## src/design/hetb_pkg.sv

```systemverilog
`timescale 1ns / 1ps
// Package for the escaped-text to blob decoder.
// Holds the status and escape phase codes, character constants, the result struct
// and the hex digit decoder. It depends on nothing.
package hetb_pkg;

	typedef enum logic [1:0] {
		ST_OK        = 2'd0,
		ST_UNTERM    = 2'd1,
		ST_BAD_ESC   = 2'd2,
		ST_NON_ASCII = 2'd3
	} status_t;

	typedef enum logic [1:0] {
		PH_IDLE = 2'd0,
		PH_X    = 2'd1,
		PH_HI   = 2'd2,
		PH_LO   = 2'd3
	} phase_t;

	localparam logic [7:0] CH_BSLASH   = 8'h5C;
	localparam logic [7:0] CH_X        = 8'h78;
	localparam logic [7:0] ASCII_MAX   = 8'd127;
	localparam int unsigned LEN_BITS   = 32;

	typedef struct packed {
		logic                byte_valid;
		logic [7:0]          out_byte;
		status_t             status;
		logic                string_done;
		logic [LEN_BITS-1:0] blob_length;
	} result_t;

	typedef struct packed {
		logic       ok;
		logic [3:0] nib;
	} hex_t;

	function automatic hex_t hex_value(input logic [7:0] c);
		hex_t h;
		logic [7:0] d;
		h.ok  = 1'b0;
		h.nib = 4'hF;
		d     = 8'd0;
		if (c inside {[8'h30:8'h39]}) begin
			d     = c - 8'h30;
			h.ok  = 1'b1;
			h.nib = d[3:0];
		end else if (c inside {[8'h41:8'h46]}) begin
			d     = c - 8'h37;
			h.ok  = 1'b1;
			h.nib = d[3:0];
		end else if (c inside {[8'h61:8'h66]}) begin
			d     = c - 8'h57;
			h.ok  = 1'b1;
			h.nib = d[3:0];
		end
		return h;
	endfunction

endpackage

```

## src/design/hetb_if.sv

```systemverilog
`timescale 1ns / 1ps
// Channel interfaces for the escaped-text to blob decoder.
// Depends on hetb_pkg for the status type.
interface hetb_char_if;
	logic       valid;
	logic       ready;
	logic [7:0] char_byte;
	logic       is_last;

	modport source (output valid, output char_byte, output is_last, input ready);
	modport sink (input valid, input char_byte, input is_last, output ready);
endinterface

interface hetb_blob_if;
	logic                         valid;
	logic                         ready;
	logic                         byte_valid;
	logic [7:0]                   out_byte;
	hetb_pkg::status_t            status;
	logic                         string_done;
	logic [hetb_pkg::LEN_BITS-1:0] blob_length;

	modport source (output valid, output byte_valid, output out_byte, output status,
		output string_done, output blob_length, input ready);
	modport sink (input valid, input byte_valid, input out_byte, input status,
		input string_done, input blob_length, output ready);
endinterface

```

## src/design/hex_escaped_text_to_blob.sv

```systemverilog
`timescale 1ns / 1ps
// Top level of the escaped-text to blob decoder: input register, step logic, result register.
// Depends on hetb_pkg, hetb_if.sv, hetb_step and hetb_out_stage.
//
//   Channel | Direction | Payload
//   text    | in        | char_byte[7:0], is_last
//   blob    | out       | byte_valid, out_byte[7:0], status[1:0], string_done, blob_length[31:0]
//
// One item is accepted per cycle while blob does not stall; its result passes through the input
// register and then the result register before it appears on blob.
// The escape state updates as an item moves from the input register into the result register.
// Reset clears the escape state, the sticky error and the byte count.
// A stall on blob holds the result register and then the input register, and text.ready falls.
module hex_escaped_text_to_blob #(
	parameter int COUNT_BITS = 32
) (
	input  logic        clk,
	input  logic        arst_n,
	hetb_char_if.sink   text,
	hetb_blob_if.source blob
);

	logic              valid_s1;
	logic [7:0]        char_s1;
	logic              last_s1;
	logic              out_ready;
	logic              advance;
	hetb_pkg::result_t result;

	assign advance    = valid_s1 && out_ready;
	assign text.ready = !valid_s1 || out_ready;

	always_ff @(posedge clk or negedge arst_n) begin
		if (!arst_n) begin
			valid_s1 <= 1'b0;
		end else if (text.ready) begin
			valid_s1 <= text.valid;
		end
	end

	always_ff @(posedge clk) begin
		if (text.ready && text.valid) begin
			char_s1 <= text.char_byte;
			last_s1 <= text.is_last;
		end
	end

	hetb_step #(
		.COUNT_BITS(COUNT_BITS)
	) u_step (
		.clk       (clk),
		.arst_n    (arst_n),
		.advance   (advance),
		.char_byte (char_s1),
		.is_last   (last_s1),
		.result    (result)
	);

	hetb_out_stage u_out (
		.clk        (clk),
		.arst_n     (arst_n),
		.load_valid (valid_s1),
		.load_data  (result),
		.load_ready (out_ready),
		.blob       (blob)
	);

	assert property (@(posedge clk) disable iff (!arst_n)
		blob.valid && blob.byte_valid |-> blob.status == hetb_pkg::ST_OK)
		else $error("A decoded byte was reported together with an error status.");

	assert property (@(posedge clk) disable iff (!arst_n)
		blob.valid && !blob.byte_valid |-> blob.out_byte == 8'd0)
		else $error("A result without a byte carries a nonzero byte value.");

	assert property (@(posedge clk) disable iff (!arst_n)
		valid_s1 && !out_ready |=> valid_s1 && $stable(char_s1) && $stable(last_s1))
		else $error("The input register lost an item while the result side stalled.");

endmodule

```

## src/design/hetb_step.sv

```systemverilog
`timescale 1ns / 1ps
// Decoder state and the per-character step logic.
// Depends on hetb_pkg; the state advances on each item handed to the result register.
module hetb_step #(
	parameter int COUNT_BITS = 32
) (
	input  logic                clk,
	input  logic                arst_n,
	input  logic                advance,
	input  logic [7:0]          char_byte,
	input  logic                is_last,
	output hetb_pkg::result_t   result
);

	hetb_pkg::phase_t        phase_q, phase_n;
	logic [3:0]              high_q, high_n;
	logic                    bad_q, bad_n;
	hetb_pkg::status_t       err_q, err_n;
	logic [COUNT_BITS-1:0]   count_q, count_n;
	logic                    valid;
	logic [7:0]              byte_val;
	hetb_pkg::hex_t          hex;
	logic [hetb_pkg::LEN_BITS-1:0] blen;

	assign hex = hetb_pkg::hex_value(char_byte);

	always_comb begin
		phase_n  = phase_q;
		high_n   = high_q;
		bad_n    = bad_q;
		err_n    = err_q;
		count_n  = count_q;
		valid    = 1'b0;
		byte_val = 8'd0;
		if (err_q == hetb_pkg::ST_OK) begin
			case (phase_q)
				hetb_pkg::PH_IDLE: begin
					if (char_byte == hetb_pkg::CH_BSLASH) begin
						phase_n = hetb_pkg::PH_X;
						bad_n   = 1'b0;
					end else if (char_byte <= hetb_pkg::ASCII_MAX) begin
						valid    = 1'b1;
						byte_val = char_byte;
					end else begin
						err_n = hetb_pkg::ST_NON_ASCII;
					end
				end
				hetb_pkg::PH_X: begin
					if (char_byte != hetb_pkg::CH_X) begin
						bad_n = 1'b1;
					end
					phase_n = hetb_pkg::PH_HI;
				end
				hetb_pkg::PH_HI: begin
					if (!hex.ok) begin
						bad_n = 1'b1;
					end
					high_n  = hex.nib;
					phase_n = hetb_pkg::PH_LO;
				end
				default: begin
					if (!hex.ok || bad_q) begin
						err_n = hetb_pkg::ST_BAD_ESC;
					end else begin
						valid    = 1'b1;
						byte_val = {high_q, hex.nib};
					end
					phase_n = hetb_pkg::PH_IDLE;
					bad_n   = 1'b0;
				end
			endcase
			if (is_last && err_n == hetb_pkg::ST_OK && phase_n != hetb_pkg::PH_IDLE) begin
				err_n = hetb_pkg::ST_UNTERM;
			end
			if (valid && count_q != {COUNT_BITS{1'b1}}) begin
				count_n = count_q + 1'b1;
			end
		end
	end

	generate
		if (COUNT_BITS > hetb_pkg::LEN_BITS) begin : g_wide
			assign blen = (|count_n[COUNT_BITS-1:hetb_pkg::LEN_BITS]) ?
				{hetb_pkg::LEN_BITS{1'b1}} : count_n[hetb_pkg::LEN_BITS-1:0];
		end else begin : g_narrow
			assign blen = hetb_pkg::LEN_BITS'(count_n);
		end
	endgenerate

	always_comb begin
		result.byte_valid  = valid;
		result.out_byte    = byte_val;
		result.status      = err_n;
		result.string_done = is_last;
		result.blob_length = blen;
	end

	always_ff @(posedge clk or negedge arst_n) begin
		if (!arst_n) begin
			phase_q <= hetb_pkg::PH_IDLE;
			high_q  <= 4'd0;
			bad_q   <= 1'b0;
			err_q   <= hetb_pkg::ST_OK;
			count_q <= '0;
		end else if (advance) begin
			if (is_last) begin
				phase_q <= hetb_pkg::PH_IDLE;
				high_q  <= 4'd0;
				bad_q   <= 1'b0;
				err_q   <= hetb_pkg::ST_OK;
				count_q <= '0;
			end else begin
				phase_q <= phase_n;
				high_q  <= high_n;
				bad_q   <= bad_n;
				err_q   <= err_n;
				count_q <= count_n;
			end
		end
	end

endmodule

```

## src/design/hetb_out_stage.sv

```systemverilog
`timescale 1ns / 1ps
// Result register that drives the blob channel.
// Depends on hetb_pkg and hetb_blob_if.
module hetb_out_stage (
	input  logic              clk,
	input  logic              arst_n,
	input  logic              load_valid,
	input  hetb_pkg::result_t load_data,
	output logic              load_ready,
	hetb_blob_if.source       blob
);

	logic              valid_q;
	hetb_pkg::result_t data_q;

	assign load_ready = !valid_q || blob.ready;

	always_ff @(posedge clk or negedge arst_n) begin
		if (!arst_n) begin
			valid_q <= 1'b0;
		end else if (load_ready) begin
			valid_q <= load_valid;
		end
	end

	always_ff @(posedge clk) begin
		if (load_ready && load_valid) begin
			data_q <= load_data;
		end
	end

	assign blob.valid       = valid_q;
	assign blob.byte_valid  = data_q.byte_valid;
	assign blob.out_byte    = data_q.out_byte;
	assign blob.status      = data_q.status;
	assign blob.string_done = data_q.string_done;
	assign blob.blob_length = data_q.blob_length;

endmodule
```

## src/flat_wrapper.sv

```systemverilog
// flat-port wrapper written by rule: the top's interface ports become plain ports
module hex_escaped_text_to_blob_flat 
#(
	parameter int COUNT_BITS = 32
)
  (clk, arst_n, text_valid, text_char_byte, text_is_last, text_ready, blob_valid, blob_byte_valid, blob_out_byte, blob_status, blob_string_done, blob_blob_length, blob_ready);
  hetb_char_if text_i ();
  hetb_blob_if blob_i ();
  input  logic clk;
  input  logic arst_n;
  input wire logic [$bits(text_i.valid)-1:0] text_valid;
  input wire logic [$bits(text_i.char_byte)-1:0] text_char_byte;
  input wire logic [$bits(text_i.is_last)-1:0] text_is_last;
  output wire logic [$bits(text_i.ready)-1:0] text_ready;
  output wire logic [$bits(blob_i.valid)-1:0] blob_valid;
  output wire logic [$bits(blob_i.byte_valid)-1:0] blob_byte_valid;
  output wire logic [$bits(blob_i.out_byte)-1:0] blob_out_byte;
  output wire logic [$bits(blob_i.status)-1:0] blob_status;
  output wire logic [$bits(blob_i.string_done)-1:0] blob_string_done;
  output wire logic [$bits(blob_i.blob_length)-1:0] blob_blob_length;
  input wire logic [$bits(blob_i.ready)-1:0] blob_ready;
  assign text_i.valid = text_valid;
  assign text_i.char_byte = text_char_byte;
  assign text_i.is_last = text_is_last;
  assign text_ready = text_i.ready;
  assign blob_valid = blob_i.valid;
  assign blob_byte_valid = blob_i.byte_valid;
  assign blob_out_byte = blob_i.out_byte;
  assign blob_status = blob_i.status;
  assign blob_string_done = blob_i.string_done;
  assign blob_blob_length = blob_i.blob_length;
  assign blob_i.ready = blob_ready;
  hex_escaped_text_to_blob #(.COUNT_BITS(COUNT_BITS)) u_core (.clk(clk), .arst_n(arst_n), .text(text_i), .blob(blob_i));
endmodule
```

## config.mk

```make
export PLATFORM = sky130hd
export DESIGN_NAME = hex_escaped_text_to_blob_flat
export DESIGN_NICKNAME = d
export VERILOG_FILES = /design/src/design/hetb_pkg.sv /design/src/design/hetb_if.sv /design/src/design/hex_escaped_text_to_blob.sv /design/src/design/hetb_step.sv /design/src/design/hetb_out_stage.sv /design/src/flat_wrapper.sv
export SDC_FILE = /design/constraint.sdc
export NUM_CORES = 1
export LEC_CHECK = 0
export BUFFER_PORTS_ARGS = -buffer_cell sky130_fd_sc_hd__buf_2
export CAP_MARGIN = 15
export CORE_MARGIN = 2
export CORE_UTILIZATION = 40
export DETAILED_ROUTE_END_ITERATION = 12
export GPL_ROUTABILITY_DRIVEN = 0
export PLACE_DENSITY = 0.64
export SYNTH_ARGS = -nofsm -noshare
export SYNTH_HDL_FRONTEND = slang
export SYNTH_SLANG_ARGS = --single-unit
export TNS_END_PERCENT = 30
```

## constraint.sdc

```tcl
create_clock -name clk -period 5.6 [get_ports clk]
set_input_delay 0 -clock clk [delete_from_list [all_inputs] [get_ports clk]]
set_output_delay 0 -clock clk [all_outputs]
set_load 0.02 [all_outputs]
```

Word-level counts from Yosys, hierarchy flattened
Cells that the tools add are included.
- register bits after elaboration: 96
- latch bits: 0
- memory bits (writable): 0
- bits in read-only memories: 0
- input bits: 13
- output and inout port bits: 46
- logic and storage cells: 94
- memories: 0
- add/sub/neg operators: 4
- $mul: 0
- div/mod/pow operators: 0
- $lt $le $gt $ge: 7
- eq/ne operators: 8
- shift operators: 0
- mux-type cells: 37
- bitwise gates (word level): 0
- reduce and logical (&&, ||, !) cells: 24
- operators with widths (cell ; count):
    32-bit 2-to-1 mux ; 3
    32-bit by 1-bit adder with 32-bit output (second input constant) ; 1
    32-bit inequality test (second input constant) ; 1
    8-bit by 7-bit <= comparator with 1-bit output (second input constant) ; 3
    8-bit 2-to-1 mux ; 3
    2-bit 2-to-1 mux ; 11
    8-bit by 7-bit greater-or-equal comparator with 1-bit output (second input constant) ; 2
    8-bit one-hot mux with 2 select lines ; 1
    5-bit 2-to-1 mux ; 3
    4-bit 2-to-1 mux ; 3
    1-bit 2-to-1 mux ; 9
    3-bit by 2-bit inequality test with 1-bit output (second input constant) ; 3
    8-bit by 7-bit equality test with 1-bit output (second input constant) ; 1
    8-bit by 6-bit greater-or-equal comparator with 1-bit output (second input constant) ; 1
    8-bit by 6-bit <= comparator with 1-bit output (second input constant) ; 1
    1-bit logical AND ; 8
    8-bit by 7-bit inequality test with 1-bit output (second input constant) ; 1
    4-bit by 3-bit subtractor with 4-bit output (second input constant) ; 2
    2-bit zero test ; 3
    2-bit one-hot mux with 3 select lines ; 1
    2-bit nonzero test ; 3
    5-bit AND reduction ; 1
    2-bit one-hot mux with 2 select lines ; 1
    4-bit by 1-bit subtractor with 4-bit output (second input constant) ; 1
    9 further kinds ; 13

Longest topological paths before layout
- word-level depth: 16
- depth in mapped cells: 10

Modules after synthesis
From an unflattened synthesis, not the netlist that was laid out.
- cell total of the unflattened synthesis: 461
- area total of the unflattened synthesis: 5054.8 µm²
- modules (own cells, without submodules) (module ; times used ; cells an instance ; area an instance (µm²) ; sequential area each (µm²)):
    hetb_step ; 1 ; 399 ; 3349.5 ; 1026.0
    hetb_out_stage ; 1 ; 48 ; 1375.1 ; 1346.3
    hex_escaped_text_to_blob ; 1 ; 14 ; 330.3 ; 295.3

Worst setup path before layout
OpenSTA, ideal clock, no wires.
- path type: reg2reg
- from: register u_core.u_out.valid_q, in the netlist u_core.u_out.blob.valid
- to: register u_core.u_step.count_q[6]
- library setup time: 0.113 ns
- data arrival time: 2.568 ns
- slack: 2.918 ns
- cell stages (with the launch flop): 7
- clock period less this slack: 2.682 ns
- cells stage by stage: dfrtp_1 -> nand2b_1 -> nand2_1 -> inv_1 -> clkbuf_1 -> nand3_1 -> o221ai_1
- cells in the longest elaborated chain, start to end: 3
- ends and longest elaborated chain (item ; RTL line ; RTL):
    start: declaration ; hetb_out_stage.sv:13 ; logic valid_q;
    start signal: assignment ; hetb_out_stage.sv:22 ; valid_q <= load_valid;
    1-bit zero test ; hetb_out_stage.sv:16 ; assign load_ready = !valid_q || blob.ready;
    1-bit logical OR ; hetb_out_stage.sv:16 ;
    1-bit logical AND ; hex_escaped_text_to_blob.sv:30 ; assign advance = valid_s1 && out_ready;
    net u_core.advance ; hex_escaped_text_to_blob.sv:27 ; logic advance;
    end signal: assignment ; hetb_step.sv:117 ; count_q <= count_n;
    end: declaration ; hetb_step.sv:19 ; logic [COUNT_BITS-1:0] count_q, count_n;
The timed path passes the listed nets, and every way through them passes these cells.
A chain may end at the register's enable or synchronous reset.

Worst setup path after layout
- from: register u_core.char_s1[1]
- to: register u_core.u_step.count_q[10]
- cells in the longest elaborated chain, start to end: 14
- ends and longest elaborated chain (item ; RTL line ; RTL):
    start: declaration ; hex_escaped_text_to_blob.sv:24 ; logic [7:0] char_s1;
    start signal: assignment ; hex_escaped_text_to_blob.sv:43 ; char_s1 <= text.char_byte;
    8-bit by 7-bit greater-or-equal comparator with 1-bit output or 8-bit by 7-bit <= comparator with 1-bit output (tied branches) ; hetb_pkg.sv:53 ; end else if (c inside {[8'h61:8'h66]}) begin
    1-bit logical AND ; hetb_pkg.sv:53 ;
    5-bit 2-to-1 mux ; hetb_pkg.sv:53 ;
    5-bit 2-to-1 mux ; hetb_pkg.sv:49 ; end else if (c inside {[8'h41:8'h46]}) begin
    5-bit 2-to-1 mux ; hetb_pkg.sv:45 ; if (c inside {[8'h30:8'h39]}) begin
    1-bit zero test ; hetb_step.sv:62 ; if (!hex.ok || bad_q) begin
    1-bit logical OR ; hetb_step.sv:62 ;
    1-bit 2-to-1 mux ; hetb_step.sv:62 ;
    1-bit one-hot mux with 2 select lines * ; hetb_step.sv:36 ; case (phase_q)
    1-bit 2-to-1 mux * ; hetb_step.sv:35 ; if (err_q == hetb_pkg::ST_OK) begin
    1-bit logical AND * ; hetb_step.sv:75 ; if (valid && count_q != {COUNT_BITS{1'b1}}) begin
    32-bit 2-to-1 mux * ; hetb_step.sv:75 ;
    32-bit 2-to-1 mux * ; hetb_step.sv:35 ;
    32-bit 2-to-1 mux * ; hetb_step.sv:106 ; if (is_last) begin
Mark *: on every way between the ends. The rest lies on a longest branch, timed or not. The select of a mux whose other input is x is not followed.

==> reports/results.txt <==
Final min period -> 3.09 ns
Vias post-DR -> 4,063
Pint -> 0.00140 W
Post-CTS Setup Bufs -> 0
Fin area -> 6210 sq um
Most used flip-flop cell after synthesis -> edfxtp_1
Fin. Hold Viols -> 0
Vias per inst -> 5.51
Combinational power share -> 0.198
Syn_nets -> 525
Psw -> 0.000606 W
Setup CP Type -> reg -> reg
Initial antenna violation count -> 0
RSZ-0062 raised after global routing -> false
Clock tree root buffer cell -> clkbuf_16
Die area -> 14,400 sq um
CTS clk-pin slew, worst paths -> 0.07 ns
First-pass GRT wire length -> 19.9 mm
Share of layout cells above drive strength 1 -> 0.194
Worst vdd ir -> 0.000143 V
Final wirelength -> 11.9 mm
Final core occ -> 0.471
CP Capture Type -> flop
Mapped Area -> 5380 sq um
GR Overflow Total -> 0
Worst min path class -> in -> reg
Slew @ Worst Pin -> 1.04 ns
Max Root-Sink Buffers -> 2
Total GRT Usage -> 0.174
Tcrit/Tclk final -> 0.552
Part of the power in registers -> 0.473
Leak -> 2.47 nW
Switch share -> 0.302
Area Overhead vs Synth -> 15.5%
Die X -> 120 um
CP startpoint kind -> flop
Initial Utilization -> 0.408
# setup viols final -> 0
Top Ports -> 59
Maximum net fanout on the critical path -> 15
Fin. max-slew vios -> 0
DRC marker count from the first detailed-route iteration -> 256
Max Cap Viol -> 0
Clock skew -> 0.00849 ns
Die height -> 120 um
Number of global-route vias before repair -> 4,028
WP data arrival -> 3.33 ns
Final ANT Viol Nets -> 0
Cell count after synthesis -> 503
Nets -> 579
Pwr Total -> 0.00201 W
# DRC -> 0
Count of buffers from port buffering -> 58
Clk pwr share -> 0.330
H-tree levels -> 3
Clock sinks -> 96
Number of synthesized register bits -> 96
DR WL/cell -> 16.2 um
Core Region -> 13,200 sq um
Final TNS setup -> 0 ns
Hpwl dp -> 8.00 mm
PD cells -> 323 nW/um^2
CTS tree -> built
Cell variety after synth -> 80
Slew HR -> 0.306
Fin Hold WS -> 0.348 ns
Seq/Total Area, Yosys -> 0.496
Num CTS Buffers -> 9
Number of synthesized flops with an enable pin -> 53
Syn_area_per_cell -> 10.7 sq um
Status -> finished, final reports clean
# diodes -> 0
DP Area -> 5770 sq um
YS warnings -> 0
FFs w/ async S/R, synth -> 0.448
Largest net degree at the start of global routing -> 58
TritonRoute pass-1 iters -> 5
Row cnt -> 42
Critical Path RT -> 5.83 ns
Clock Latency Late Sink -> 0.35 ns
Highest clock rate -> 0.324 GHz
layout by cell type (no fill, tap or decap), types with 3 or more instances in the layout:
| cell | synthesis | routed |
|---|---|---|
| buf_2 | 11 | 58 |
| nand2_1 | 56 | 56 |
| edfxtp_1 | 53 | 53 |
| dfrtp_1 | 43 | 43 |
| nor2_1 | 36 | 36 |
| xnor2_1 | 21 | 21 |
| inv_1 | 20 | 19 |
| nor3_1 | 17 | 17 |
| nand3_1 | 16 | 16 |
| and3_1 | 15 | 15 |
| dlygate4sd3_1 | 0 | 13 |
| o21ai_0 | 12 | 11 |
| xor2_1 | 10 | 10 |
| a221o_1 | 10 | 10 |
| nand4_1 | 9 | 9 |
| mux2i_1 | 9 | 9 |
| ha_1 | 9 | 9 |
| clkbuf_16 | 0 | 9 |
| o211ai_1 | 8 | 8 |
| a21oi_1 | 8 | 8 |
| o21ai_1 | 7 | 8 |
| or3_1 | 8 | 8 |
| o2111ai_1 | 5 | 5 |
| nor4_1 | 5 | 5 |
| a21oi_2 | 5 | 5 |
| o311ai_1 | 5 | 5 |
| nor2b_1 | 5 | 5 |
| buf_4 | 2 | 5 |
| nand2b_1 | 4 | 4 |
| o221ai_1 | 4 | 4 |
| and4_1 | 3 | 3 |
| or4_1 | 3 | 3 |
| or2_2 | 3 | 3 |
| a31oi_1 | 3 | 3 |
| a22oi_1 | 3 | 3 |
| a32o_1 | 3 | 3 |
registers in the layout (all words and copies together) (netlist names), 2 cells and up:
signal	flops
u_core.u_out.blob.status	2
u_core.char_s1	8
u_core.u_step.count_q	32
u_core.u_step.high_q	4
u_core.u_step.err_q	2
u_core.u_out.blob.out_byte	8
u_core.u_out.blob.blob_length	32
u_core.u_step.phase_q	2
worst paths after layout:
| check | from | endpoint | slack (ns) | cells past startpoint |
|---|---|---|---|---|
| setup / recovery | u_core.char_s1[1] | u_core.u_step.count_q[10] | 2.51 | 8 |
| min in group asynchronous | arst_n | u_core.u_step.count_q[7] | 0.38 | 2 |
| hold / removal | text_char_byte[4] | u_core.char_s1[4] | 0.35 | 2 |
| setup reg to reg | u_core.char_s1[1] | u_core.u_step.count_q[10] | 2.51 | 8 |
| max in group asynchronous | arst_n | u_core.u_step.count_q[27] | 4.58 | 2 |
| hold reg to reg | u_core.u_step.high_q[3] | u_core.u_step.high_q[3] | 0.46 | 2 |
critical path, stage by stage, from the launching register on:
cell and delay [ns]:
edfxtp_1 0.50, inv_1 0.14, ha_1 0.23, o21bai_1 0.08
a21o_1 0.31, a211oi_4 0.63, o21ai_2 0.32, or3_4 0.44
a221o_1 0.32
cells by family after synthesis:
logic type | after synthesis | synth area share
AOI/OAI and AO/OA | 104 | 0.167
xor gates and xnor gates | 31 | 0.0505
adders and majority gates | 9 | 0.0209
buffers and inverters | 53 | 0.0437
DFF | 96 | 0.496
muxes | 9 | 0.0168
and+or+nand+nor | 201 | 0.205
synth_stat cells (all sizes together) (7+ instances only):
cell type	count	area, sq um
nand2	57	216
edfxtp	53	1590
dfrtp	43	1080
nor2	36	135
xnor2	21	184
inv	20	75.1
nor3	20	128
o21ai	20	104
clkbuf	17	63.8
nand3	17	90.1
buf	16	96.3
and3	15	93.8
a21oi	13	83.8
a221o	10	100
nand4	10	77.6
or3	10	68.8
xor2	10	87.6
ha	9	113
mux2i	9	90.1
o311ai	9	104
o211ai	8	60.1
nor4	7	65.1
through the flow:
step / cells / worst slack (ns)
final: 738 / 2.51
after global routing: 738 / 2.35
after CTS: 738 / 2.53
after detailed placement: 709 / 2.55
after global placement: 709 / 2.66
after floorplan: 503 / 2.92
power by group through the flow:
stage / sequential (W) / clock, W / combinational, W
6_report: 0.000948 / 0.000662 / 0.000396
5_1_grt: 0.000964 / 0.000698 / 0.000437
3_3_place_gp: 0.000956 / 0 / 0.000381
2_1_floorplan: 0.000981 / 0 / 0.000255
3_5_place_dp: 0.000961 / 0 / 0.000390
4_1_cts: 0.000948 / 0.000676 / 0.000399
layer usage:
layer / up-vias / track usage / part of all wire
met4: 0 / 0.0860 / 0.026
met5: - / 0 / 0
met3: 21 / 0.0266 / 0.042
met2: 112 / 0.294 / 0.50
li1: 1985 / - / -
met1: 1945 / 0.218 / 0.43
final cells by class:
type / instances / area, sq um
fill: 1241 / 6980
sequential: 96 / 2670
multi-input combinational: 354 / 2470
timing repair buffer: 76 / 458
clock buffer: 12 / 246
tap: 176 / 220
inverter: 20 / 75.1
clock inverter: 4 / 68.8
repair_timing:
item                      4_1_cts  5_1_grt
hold buffers                   13        0
resized for setup               0        0
hold endpoints to repair       54        0
Power figures use the tool's default switching activity.
